### src/life_generation_engine_core_defines.svh
// Assertion macros for the life generation engine.
// Used by the top level; expects clk and rst_n in scope.
`ifndef LIFE_GENERATION_ENGINE_CORE_DEFINES_SVH
`define LIFE_GENERATION_ENGINE_CORE_DEFINES_SVH

// Consequent must hold in the same cycle as the antecedent.
`define LGE_ASSERT_SAME(label, ante, cons, msg) \
  label: assert property (@(posedge clk) disable iff (!rst_n) (ante) |-> (cons)) \
    else $error(msg);

// Consequent must hold in the cycle after the antecedent.
`define LGE_ASSERT_NEXT(label, ante, cons, msg) \
  label: assert property (@(posedge clk) disable iff (!rst_n) (ante) |=> (cons)) \
    else $error(msg);

`endif

### src/lge_store.sv
// Row store: one word per grid row, one write and one registered read a cycle.
// Per-row valid bits stand in for clearing the array at reset. No dependencies.
module lge_store #(
  parameter int MAX_COLS = 64,
  parameter int MAX_ROWS = 64
) (
  input  logic                        clk,
  input  logic                        rst_n,
  input  logic                        wr_en,
  input  logic [$clog2(MAX_ROWS)-1:0] wr_addr,
  input  logic [MAX_COLS-1:0]         wr_data,
  input  logic [$clog2(MAX_ROWS)-1:0] rd_addr,
  output logic [MAX_COLS-1:0]         rd_data_r,
  output logic                        rd_valid_r
);

  logic [MAX_COLS-1:0] mem [MAX_ROWS];
  logic [MAX_ROWS-1:0] row_valid_r;

  always_ff @(posedge clk) begin
    if (wr_en) begin
      mem[wr_addr] <= wr_data;
    end
    rd_data_r <= mem[rd_addr];
  end

  always_ff @(posedge clk) begin
    if (!rst_n) begin
      row_valid_r <= '0;
      rd_valid_r  <= 1'b0;
    end else begin
      if (wr_en) begin
        row_valid_r[wr_addr] <= 1'b1;
      end
      rd_valid_r <= row_valid_r[rd_addr];
    end
  end

endmodule

### config.mk
export PLATFORM = sky130hd
export DESIGN_NAME = lge_store
export DESIGN_NICKNAME = d
export VERILOG_FILES = /design/src/life_generation_engine_core_defines.svh /design/src/lge_store.sv
export SDC_FILE = /design/constraint.sdc
export NUM_CORES = 2
export LEC_CHECK = 0
export ABC_CLOCK_PERIOD_IN_PS = 7080
export BUFFER_PORTS_ARGS = -buffer_cell sky130_fd_sc_hd__buf_2
export CAP_MARGIN = 20
export CORE_MARGIN = 1
export CORE_UTILIZATION = 58
export CTS_BUF_LIST = sky130_fd_sc_hd__clkbuf_16
export CTS_CLUSTER_SIZE = 10
export DETAILED_ROUTE_END_ITERATION = 16
export PLACE_DENSITY = 0.77
export SETUP_SLACK_MARGIN = 0.05
export SKIP_LAST_GASP = 1
export SYNTH_ARGS = -nofsm -noshare
export SYNTH_HDL_FRONTEND = slang
export SYNTH_SLANG_ARGS = --single-unit
export TNS_END_PERCENT = 30
### constraint.sdc
create_clock -name clk -period 7.08 [get_ports clk]
set_input_delay 0.708 -clock clk [delete_from_list [all_inputs] [get_ports clk]]
set_output_delay 0.708 -clock clk [all_outputs]
set_load 0.05 [all_outputs]
==> run_results.csv <==
group,metric,value,unit
cts,cts.path.max_buffers,4,
worst_hold_path,hp-class,"input pin to flop",
pwr,ir_drop,294.7,uV
cts,clock_latency,0.99,ns
yosys,synthesis.nets,6561,
pwr,power.total,51.84,mW
cts,cts_root_buffer,"clkbuf_16",
yosys,async_reset_ff_share,0,%
placed_design,dp_slack,2.917,ns
global_routing,grt-ovfl-total,0,
finish,fin_nets,6984,
global_routing,grt_start_max_net_pins,133,
job,max_cap_viol_count,0,
sta,fin_setup_tns,0,ns
floorplanning,core_area,271500,um^2
floorplanning,start_util,58.48,%
sta,finalHoldViolCount,0,
yosys,netlist_area,158800,um^2
routing,num_vias,78100,
yosys,syn-instance-count,6482,
yosys,avgSynthCellArea,24.49,um^2
setup_path,arrival,3.80,ns
floorplanning,rows,191,
routing,finalWirelength,439700,um
routing,viasPerCell,7.218,
finish,final_area,178600,um^2
finish,drive_above_1_share,28.22,%
placed_design,dp_hpwl,206000,um
yosys,synth_area_leaders,"edfxtp_1 (77%), mux4_2 (16%), dfxtp_1 (1.6%), mux2i_1 (1.3%), o22ai_1 (0.47%)",
routing,routedWlPerCell,40.64,um
yosys,synthFlopType,"edfxtp_1",
yosys,ys_seq_area_share,79.10,%
global_routing,track_usage,31.76,%
cts,cts_tree,"built",
routing,dr.pass1.iters,5,
yosys,yosysUniqueCellTypes,35,
run_status,status,"completed",
finish,num-fill-cells,15930,
setup_path,cpPeakStageDelay,0.98,ns
cts,htree_levels,5,
routing,drc,0,
setup_path,crit_type,"input pin to flop",
cts,cts_setup_buffers,0,
worst_hold_path,min_path_cells,1,
pwr,powerDensity,290.3,nW/um^2
global_routing,grt_pass1_vias,80120,
sta,relSlewSlack,17.01,%
placed_design,post_dp_cell_area,164900,um^2
floorplanning,num_io_pins,144,
cts,cts_resized,0,
yosys,ys_ff_latch,4225,
routing,first_iter_violations,12650,
setup_path,rr_worst_depth,4,
setup_path,crit_cells,5,
floorplanning,die-area,275800,um^2
setup_path,crit_chain,"buf_2 -> nor2b_1 -> nand2_1 -> nor2_4 -> buf_4",
setup_path,crit_slowest_cell,"nor2_4",
setup_path,path_buf_inv,2,
finish,area_growth,12.48,%
global_routing,antenna_found_initial,35,
setup_path,cp_max_fo,30,
finish,multiInputGateArea,32120,um^2
yosys,synth_commonest_cells,"edfxtp_1 (4,096), mux4_2 (1,151), mux2i_1 (203)",
finish,final_util,65.78,%
global_routing,grt_pass1_wl,610000,um
cts,cts_buffers,463,
sta,min_period,3.207,ns
cts,cts_sinks,4225,
placed_design,portBuffers,143,
sta,post-route-period-util,45.29,%
yosys,synth_area_leader_cell,"edfxtp_1",
finish,ff_latch_area,125600,um^2
sta,worst_slew_pin_slew,1.245,ns
yosys,synth_edf_count,4096,
setup_path,worst_setup_path_end_kind,"flop",
sta,setup_slack,3.874,ns
sta,slew_violations,0,
sta,finClkSkew,0.09489,ns
setup_path,cp.required,7.67,ns
yosys,synth.most_common_cell,"edfxtp_1",
yosys,yosysTopAreaCellShare,77.47,%
cts,hold_buffers,0,
floorplanning,die_width,525.2,um
pwr,p_leak,57.02,nW
sta,setup_viol,0,
yosys,synth_warnings,0,
floorplanning,die_h,525.2,um
routing,ant_nets,0,
setup_path,startpoint_type,"input pin",
setup_path,cp_top_family,"simple AND/OR/NAND/NOR gates",
sta,rsz0062_at_grt,"no",
sta,fmax,311.9,MHz
cts,clkTransAtPathRegs,0.06,ns
placed_design,gp_congestion,0.7841,
## stage by stage
stage / hold slack (ns) / cells
finish: 0.01894 / 10820
floorplan: 0.4354 / 6482
global placement: 0.4414 / 9998
detailed placement: 0.4502 / 10000
global route: 0.004483 / 10800
CTS: 0.3848 / 10790
## worst paths after layout
check / start / endpoint / slack, ns
setup / recovery: wr_en / mem[33][39] / 3.87
hold / removal: wr_data[29] / mem[59][29] / 0.02
setup reg to reg: mem[0][15] / rd_data_r[15] / 4.90
hold reg to reg: row_valid_r[13] / row_valid_r[13] / 0.47
## layer usage
metal	GRT usage (%)	vias to the layer above	wire (um)
met2	50.03	6752	211000
li1	-	28980	-
met1	42.33	41070	146300
met5	0	-	252
met4	13.56	36	20930
met3	8.550	1261	61180
## report_power, final
part	switching, mW	internal [mW]
Combinational	1.58	0.924
Clock	9.72	11.8
Sequential	0.154	27.7
Total	11.5	40.4
## cells in the final DEF, fill, tap and decap left out, drive strengths merged, types with 6 or more instances in the layout
cell and n:
edfxtp 4096, mux4 1151, clkbuf 464, buf 313, inv 302, mux2i 203, dfxtp 129, o22ai 119
nor2 67, a21oi 64, o21a 64, o22a 55, a211o 55, clkinv 26, diode 18, a22o 18
a221oi 18, a22oi 14, nand2 13, nor2b 10, o21ai 9, mux2 9, and2 6, nand3 6
## cells by family after synthesis
kind of cell    after synthesis  synth area share, %
compound gates              418                1.886
buf+inv                     356               0.9922
flops                      4225                79.10
mux                        1363                17.67
simple gates                120               0.3484
## final cells by class
type / count / area share [%]
Antenna cell: 18 / 0.02522
Clock buffer: 464 / 6.502
Clock inverter: 328 / 1.022
Inverter: 1 / 0.002102
Multi-Input combinational cell: 1901 / 17.99
Sequential cell: 4225 / 70.32
Tap cell: 3570 / 2.501
Timing Repair Buffer: 313 / 1.635
## state kept, by name, summed over array words and instances, names as in the netlist
name	count
rd_data_r	64
mem	4096
row_valid_r	64
rd_valid_r	1
(Power assumes the default switching activity.)
