File: config.mk
export PLATFORM = sky130hd
export DESIGN_NAME = lge_lanes
export DESIGN_NICKNAME = d
export VERILOG_FILES = /design/src/life_generation_engine_core_defines.svh /design/src/lge_pkg.sv /design/src/lge_cell.sv /design/src/lge_lanes.sv
export SDC_FILE = /design/constraint.sdc
export NUM_CORES = 1
export LEC_CHECK = 0
export BUFFER_PORTS_ARGS = -buffer_cell sky130_fd_sc_hd__buf_2
export CAP_MARGIN = 20
export CORE_MARGIN = 2
export CORE_UTILIZATION = 55
export CTS_CLUSTER_DIAMETER = 200
export DETAILED_ROUTE_END_ITERATION = 10
export PLACE_DENSITY_LB_ADDON = 0.08
export SLEW_MARGIN = 0
export SYNTH_ARGS = -nofsm -noshare
export SYNTH_HDL_FRONTEND = slang
export SYNTH_SLANG_ARGS = --single-unit
File: constraint.sdc
create_clock -name clk -period 3.2 [get_ports clk]
set_input_delay 0.32 -clock clk [delete_from_list [all_inputs] [get_ports clk]]
set_output_delay 0.32 -clock clk [all_outputs]
set_load 0.005 [all_outputs]
File: src/life_generation_engine_core_defines.svh
// Assertion macros for the life generation engine.
// Used by the top level; expects clk and rst_n in scope.
`ifndef LIFE_GENERATION_ENGINE_CORE_DEFINES_SVH
`define LIFE_GENERATION_ENGINE_CORE_DEFINES_SVH

// Consequent must hold in the same cycle as the antecedent.
`define LGE_ASSERT_SAME(label, ante, cons, msg) \
  label: assert property (@(posedge clk) disable iff (!rst_n) (ante) |-> (cons)) \
    else $error(msg);

// Consequent must hold in the cycle after the antecedent.
`define LGE_ASSERT_NEXT(label, ante, cons, msg) \
  label: assert property (@(posedge clk) disable iff (!rst_n) (ante) |=> (cons)) \
    else $error(msg);

`endif

File: src/lge_pkg.sv
// Shared types and constants for the life generation engine.
// No dependencies; used by every module of the block except lge_store.
package lge_pkg;

  localparam int OP_W      = 2;
  localparam int ROWIDX_W  = 6;
  localparam int CELLS_W   = 64;
  localparam int CFG_W     = 7;
  localparam int CFG_IDX_W = 1;
  localparam int NBR_W     = 4;

  // B3/S23
  localparam logic [NBR_W-1:0] BIRTH_COUNT   = 4'd3;
  localparam logic [NBR_W-1:0] SURVIVE_COUNT = 4'd2;

  localparam logic [CFG_IDX_W-1:0] REG_GRID_WIDTH  = 1'b0;
  localparam logic [CFG_IDX_W-1:0] REG_GRID_HEIGHT = 1'b1;

  localparam logic [CFG_W-1:0] GRID_WIDTH_RST  = 7'd64;
  localparam logic [CFG_W-1:0] GRID_HEIGHT_RST = 7'd64;

  localparam logic STATUS_OK      = 1'b0;
  localparam logic STATUS_BAD_ROW = 1'b1;

  typedef enum logic [OP_W-1:0] {
    OP_WRITE   = 2'd0,
    OP_READ    = 2'd1,
    OP_ADVANCE = 2'd2
  } op_t;

  // One column of the three-row window as seen by a neighbouring lane
  typedef struct packed {
    logic above;
    logic here;
    logic below;
  } col_t;

  typedef struct packed {
    logic clear;
    logic shift;
  } lane_ctl_t;

endpackage

File: src/lge_cell.sv
// One column lane: holds the old cells above and at the current row.
// Depends on lge_pkg.
module lge_cell (
  input  logic               clk,
  input  lge_pkg::lane_ctl_t ctl,
  input  logic               below_i,
  input  lge_pkg::col_t      left_i,
  input  lge_pkg::col_t      right_i,
  output lge_pkg::col_t      col_o,
  output logic               next_o
);

  logic                      above_r;
  logic                      here_r;
  logic [lge_pkg::NBR_W-1:0] nbr_cnt;

  always_ff @(posedge clk) begin
    if (ctl.clear) begin
      above_r <= 1'b0;
      here_r  <= 1'b0;
    end else if (ctl.shift) begin
      above_r <= here_r;
      here_r  <= below_i;
    end
  end

  assign col_o = '{above: above_r, here: here_r, below: below_i};

  assign nbr_cnt = lge_pkg::NBR_W'(left_i.above) + lge_pkg::NBR_W'(left_i.here)
                 + lge_pkg::NBR_W'(left_i.below) + lge_pkg::NBR_W'(above_r)
                 + lge_pkg::NBR_W'(below_i) + lge_pkg::NBR_W'(right_i.above)
                 + lge_pkg::NBR_W'(right_i.here) + lge_pkg::NBR_W'(right_i.below);

  assign next_o = (nbr_cnt == lge_pkg::BIRTH_COUNT)
               || (here_r && (nbr_cnt == lge_pkg::SURVIVE_COUNT));

endmodule

File: src/lge_lanes.sv
// Row of column lanes; each lane trades its window column with both neighbours.
// Depends on lge_pkg and lge_cell.
module lge_lanes #(
  parameter int MAX_COLS = 64
) (
  input  logic                clk,
  input  lge_pkg::lane_ctl_t  ctl,
  input  logic [MAX_COLS-1:0] below_i,
  output logic [MAX_COLS-1:0] next_o
);

  lge_pkg::col_t col [MAX_COLS];

  for (genvar gi = 0; gi < MAX_COLS; gi++) begin : g_lane
    lge_pkg::col_t left_c;
    lge_pkg::col_t right_c;

    // cells past either edge are dead
    if (gi == 0) begin : g_left_edge
      assign left_c = '0;
    end else begin : g_left
      assign left_c = col[gi-1];
    end

    if (gi == MAX_COLS - 1) begin : g_right_edge
      assign right_c = '0;
    end else begin : g_right
      assign right_c = col[gi+1];
    end

    lge_cell u_cell (
      .clk     (clk),
      .ctl     (ctl),
      .below_i (below_i[gi]),
      .left_i  (left_c),
      .right_i (right_c),
      .col_o   (col[gi]),
      .next_o  (next_o[gi])
    );
  end

endmodule

==> results summary <==
The total number of nets in the final design came out at 2580. At the end of routability-driven placement, the weighted congestion stood at 0.791. The switching power of the nets is 0.00280 W. Summed over all layers, the global routing overflow is 0. In the synthesized netlist the async set-or-reset flop fraction comes to 0. The synthesized instance count is 1825. The first global-routing pass estimated 56.3 mm of wire. The effective utilization at floorplan is 0.556.

The worst slew margin relative to its limit came out at 0.459. Setup slack on the worst reg-to-reg path comes out at 2350 ps. The data arrival time at the worst-slack endpoint is 3440 ps. The repair_antennas step left the layout with diodes totalling 0. The number of H-tree branching levels came out at 4. The min-delay analysis places its worst path in the category in -> reg. The run finished, with violations left. The sum of internal, switching and leakage power came out at 0.00733 W. The detailed router finished its first iteration with 370 violations. In this run, post-CTS hold repair placed 0 buffers. The library cell used as clock root buffer is clkbuf_16. IR analysis of the VDD net gives a maximum drop of 0.000333 V. The clock period minus final worst setup slack came out at 3760 ps. The overall via count from detail_route is 11931. The number of distinct library cell variants in the gate-level netlist after synthesis is 23. The library cells used most frequently in the layout, excluding fill and tap cells, are inv_1, nor2_1, buf_4. Detailed placement finished with a half-perimeter wire length of 25.8 mm. The via count of the first global-routing pass is 12724. The count of buffers added on input and output ports is 130.

The area of the mapped netlist came out at 0.0164 mm². The detailed-router iteration count before antenna repair came out at 5. Counting flops and latches in the post-synthesis netlist gives 128. Yosys printed 0 warnings. The startpoint of the worst register-to-register path is g_lane[25].u_cell.here_r$_SDFFE_PP0P_. The maximum operating frequency came out at 266 MHz.

The sequential cell area fraction in the yosys report is 0.156. The number of buffers and inverters on the critical path came out at 5. The met1 usage came out at 0.275. Dividing the final minimum period by the clock period gives 1.17.

The number of flops mapped to enable cells by yosys came out at 0. The checks that failed: negative setup slack. The leakage power figure is 10.3 nW. The final layout contains routed wiring with a total length of 32.9 mm. For this run, the total global-route usage over all layers was measured as 0.221.

The proportion of power drawn by combinational gates came out at 0.495. The endpoint of the worst register-to-register path is g_lane[25].u_cell.above_r$_SDFFE_PP0P_. The average vias per placed instance came out at 4.82. The stage delay of the slowest cell on the critical path is 480 ps.

The number of placement rows came out at 63. The required time at the endpoint of the critical path is 2880 ps. The share of total power consumed by net switching is 0.382. The post-layout worst setup margin is -556 ps. The maximum clock skew at final layout is 7.90 ps.

The busiest metal layer after global routing is met2. The final instance count without filler cells is 2474. The proportion of layout cells with a drive suffix above 1 is 0.383. The setup slack at placement came out at -301 ps. The max-cap violation count is 0. The number of remaining DRC errors is 0. The remaining antenna violation count after routing is 0. The growth of design area from synthesis to finish is 23.1%.

The worst-margin pin slew is 811 ps. The global-route track usage on met2 came out at 0.405. For this run, global-route usage on met3 was measured as 0.0339. The share of total power dissipated in the clock network is 0.265. The pin count of the biggest net entering global routing came out at 67. The hold violation total from the final report is 0.

The core utilization of the finished layout came out at 0.684. The number of nets produced by synthesis is 2334. The critical path goes through ha_1, inv_1, fa_1, fa_1, inv_1, fa_1, inv_1, fa_1, a31oi_1, a2111oi_4, buf_4, buf_2. The category of the most critical setup path is reg -> out. Counting cells, the worst reg-to-reg path comes to 3. The max-slew violation total from the final report came to 0. The largest driver fanout on the critical path came out at 2. STA classifies the critical path endpoint as an output port. The horizontal die dimension came out at 177 µm.

The kind of cell with the highest combined delay along the critical path is adder cells. The internal cell power came out at 0.00453 W. The slowest stage of the critical path belongs to the cell fa_1. The number of endpoints failing setup at the final stage came out at 62. TritonCTS built the clock tree. The power density over cell area is 362 mW/mm². For this design the top-level I/O count stands at 131.

The total clock buffers created by CTS came out at 17. Of the total power, registers draw 0.239. The synthesized area divided by synthesized cell count is 9.00 µm².

In this run, placement finished with an instance count of 2442. The worst hold path endpoint is g_lane[43].u_cell.here_r$_SDFFE_PP0P_. The full die area is 0.0313 mm². The initial antenna violation count was 3.

The number of clock sinks came out at 128. The standard cell core area came out at 0.0296 mm². The die boundary height came out at 177 µm.

The library cell used most frequently in the layout, excluding fill and tap cells, is inv_1. The count of cells along the worst hold path is 3. The startpoint identified for the worst hold timing path is below_i[43].

The most numerous cell type found on the critical path is fa_1. Setup repair after global routing could not meet its margin everywhere. The worst setup path is launched from a flop. The most used flip-flop cell after synthesis is dfxtp_1.

The maximum root-to-sink buffer count is 2. The clock latency on the worst-skew pair is 440 ps. The clock-pin slew on the worst setup and hold paths came out at 60 ps.

The layout has 2400 filler cells. The average wire per standard cell is 13.3 µm.
## worst min-delay path, stage by stage
cell     delay (ps)
buf_2           120
mux2i_1          70
nor2_1           70
## per-stage QoR
| step | hold slack (ps) | area (µm²) | setup TNS, ps |
|---|---|---|---|
| 6_report | 179 | 20200 | -21370 |
| 4_1_cts | 156 | 19600 | -24130 |
| 3_3_place_gp | 482 | 18200 | -1800 |
| 3_5_place_dp | 531 | 18200 | -3320 |
| 2_1_floorplan | 460 | 16400 | 0 |
| 5_1_grt | 185 | 20200 | -28910 |
## synth_stat cells, types with 13 or more instances
library cell    n  share of area
nor2b_1        36          0.014
mux2i_1       128          0.078
dfxtp_1       128           0.16
buf_12         13          0.016
nand2_1        53          0.012
inv_1         584           0.13
fa_1          252           0.31
nor2_1        223          0.051
ha_1          190           0.14
a31oi_1        53          0.020
buf_4          64          0.029
nor3_1         36          0.011
a2111oi_0      17         0.0091
## cell families (layout without fill, tap and decap cells)
family          count (synthesis)  after routing  synth area share
buf+inv                       676            935             0.183
fa+ha+maj                     442            442             0.452
simple gates                  358            358            0.0920
mux                           128            128            0.0780
flops                         128            128             0.156
compound gates                 93             93            0.0391
## flip-flops by register name, summed over array words and instances, names as in the netlist
name and cells:
g_lane.u_cell.here_r 64, g_lane.u_cell.above_r 64
## layout make-up
| type | count | area [µm²] | share of cell area |
|---|---|---|---|
| sequential | 128 | 2690 | 0.133 |
| tap | 390 | 488 | 0.0241 |
| multi-input combinational | 1021 | 12200 | 0.601 |
| clock buffer | 20 | 457 | 0.0226 |
| inverter | 584 | 2190 | 0.108 |
| timing repair buffer | 319 | 2130 | 0.105 |
| clock inverter | 12 | 110 | 0.00544 |
## worst max path at each step
stage | cells after the start | endpoint | slack, ps | startpoint
floorplan | 10 | next_o[2] | 10 | g_lane[1].u_cell.here_r$_SDFFE_PP0P_
global placement | 11 | next_o[29] | -280 | g_lane[28].u_cell.here_r$_SDFFE_PP0P_
detailed placement | 11 | next_o[31] | -300 | g_lane[30].u_cell.here_r$_SDFFE_PP0P_
CTS | 11 | next_o[31] | -610 | g_lane[30].u_cell.here_r$_SDFFE_PP0P_
global route | 12 | next_o[31] | -710 | g_lane[30].u_cell.here_r$_SDFFE_PP0P_
finish | 12 | next_o[31] | -560 | g_lane[30].u_cell.here_r$_SDFFE_PP0P_
## power groups by stage
stage / registers, W / clock network (W) / logic [W]
floorplan: 0.00178 / 0 / 0.00239
global placement: 0.00175 / 0 / 0.00296
detailed placement: 0.00175 / 0 / 0.00311
CTS: 0.00173 / 0.00200 / 0.00348
global route: 0.00176 / 0.00205 / 0.00417
finish: 0.00175 / 0.00195 / 0.00363
## routing by layer
layer  share of wire  vias to the layer above
li1                -                     5904
met1            0.44                     5857
met2            0.52                      133
met3           0.028                       33
met4           0.012                        4
met5         0.00079                        -
## timing repair
item                                    CTS  global route
endpoints found under the setup margin   62            63
gates resized for setup                 305           173
setup buffers                             1             2
pin swaps                                71            55
No activity file was read; power rests on OpenSTA's default activity.
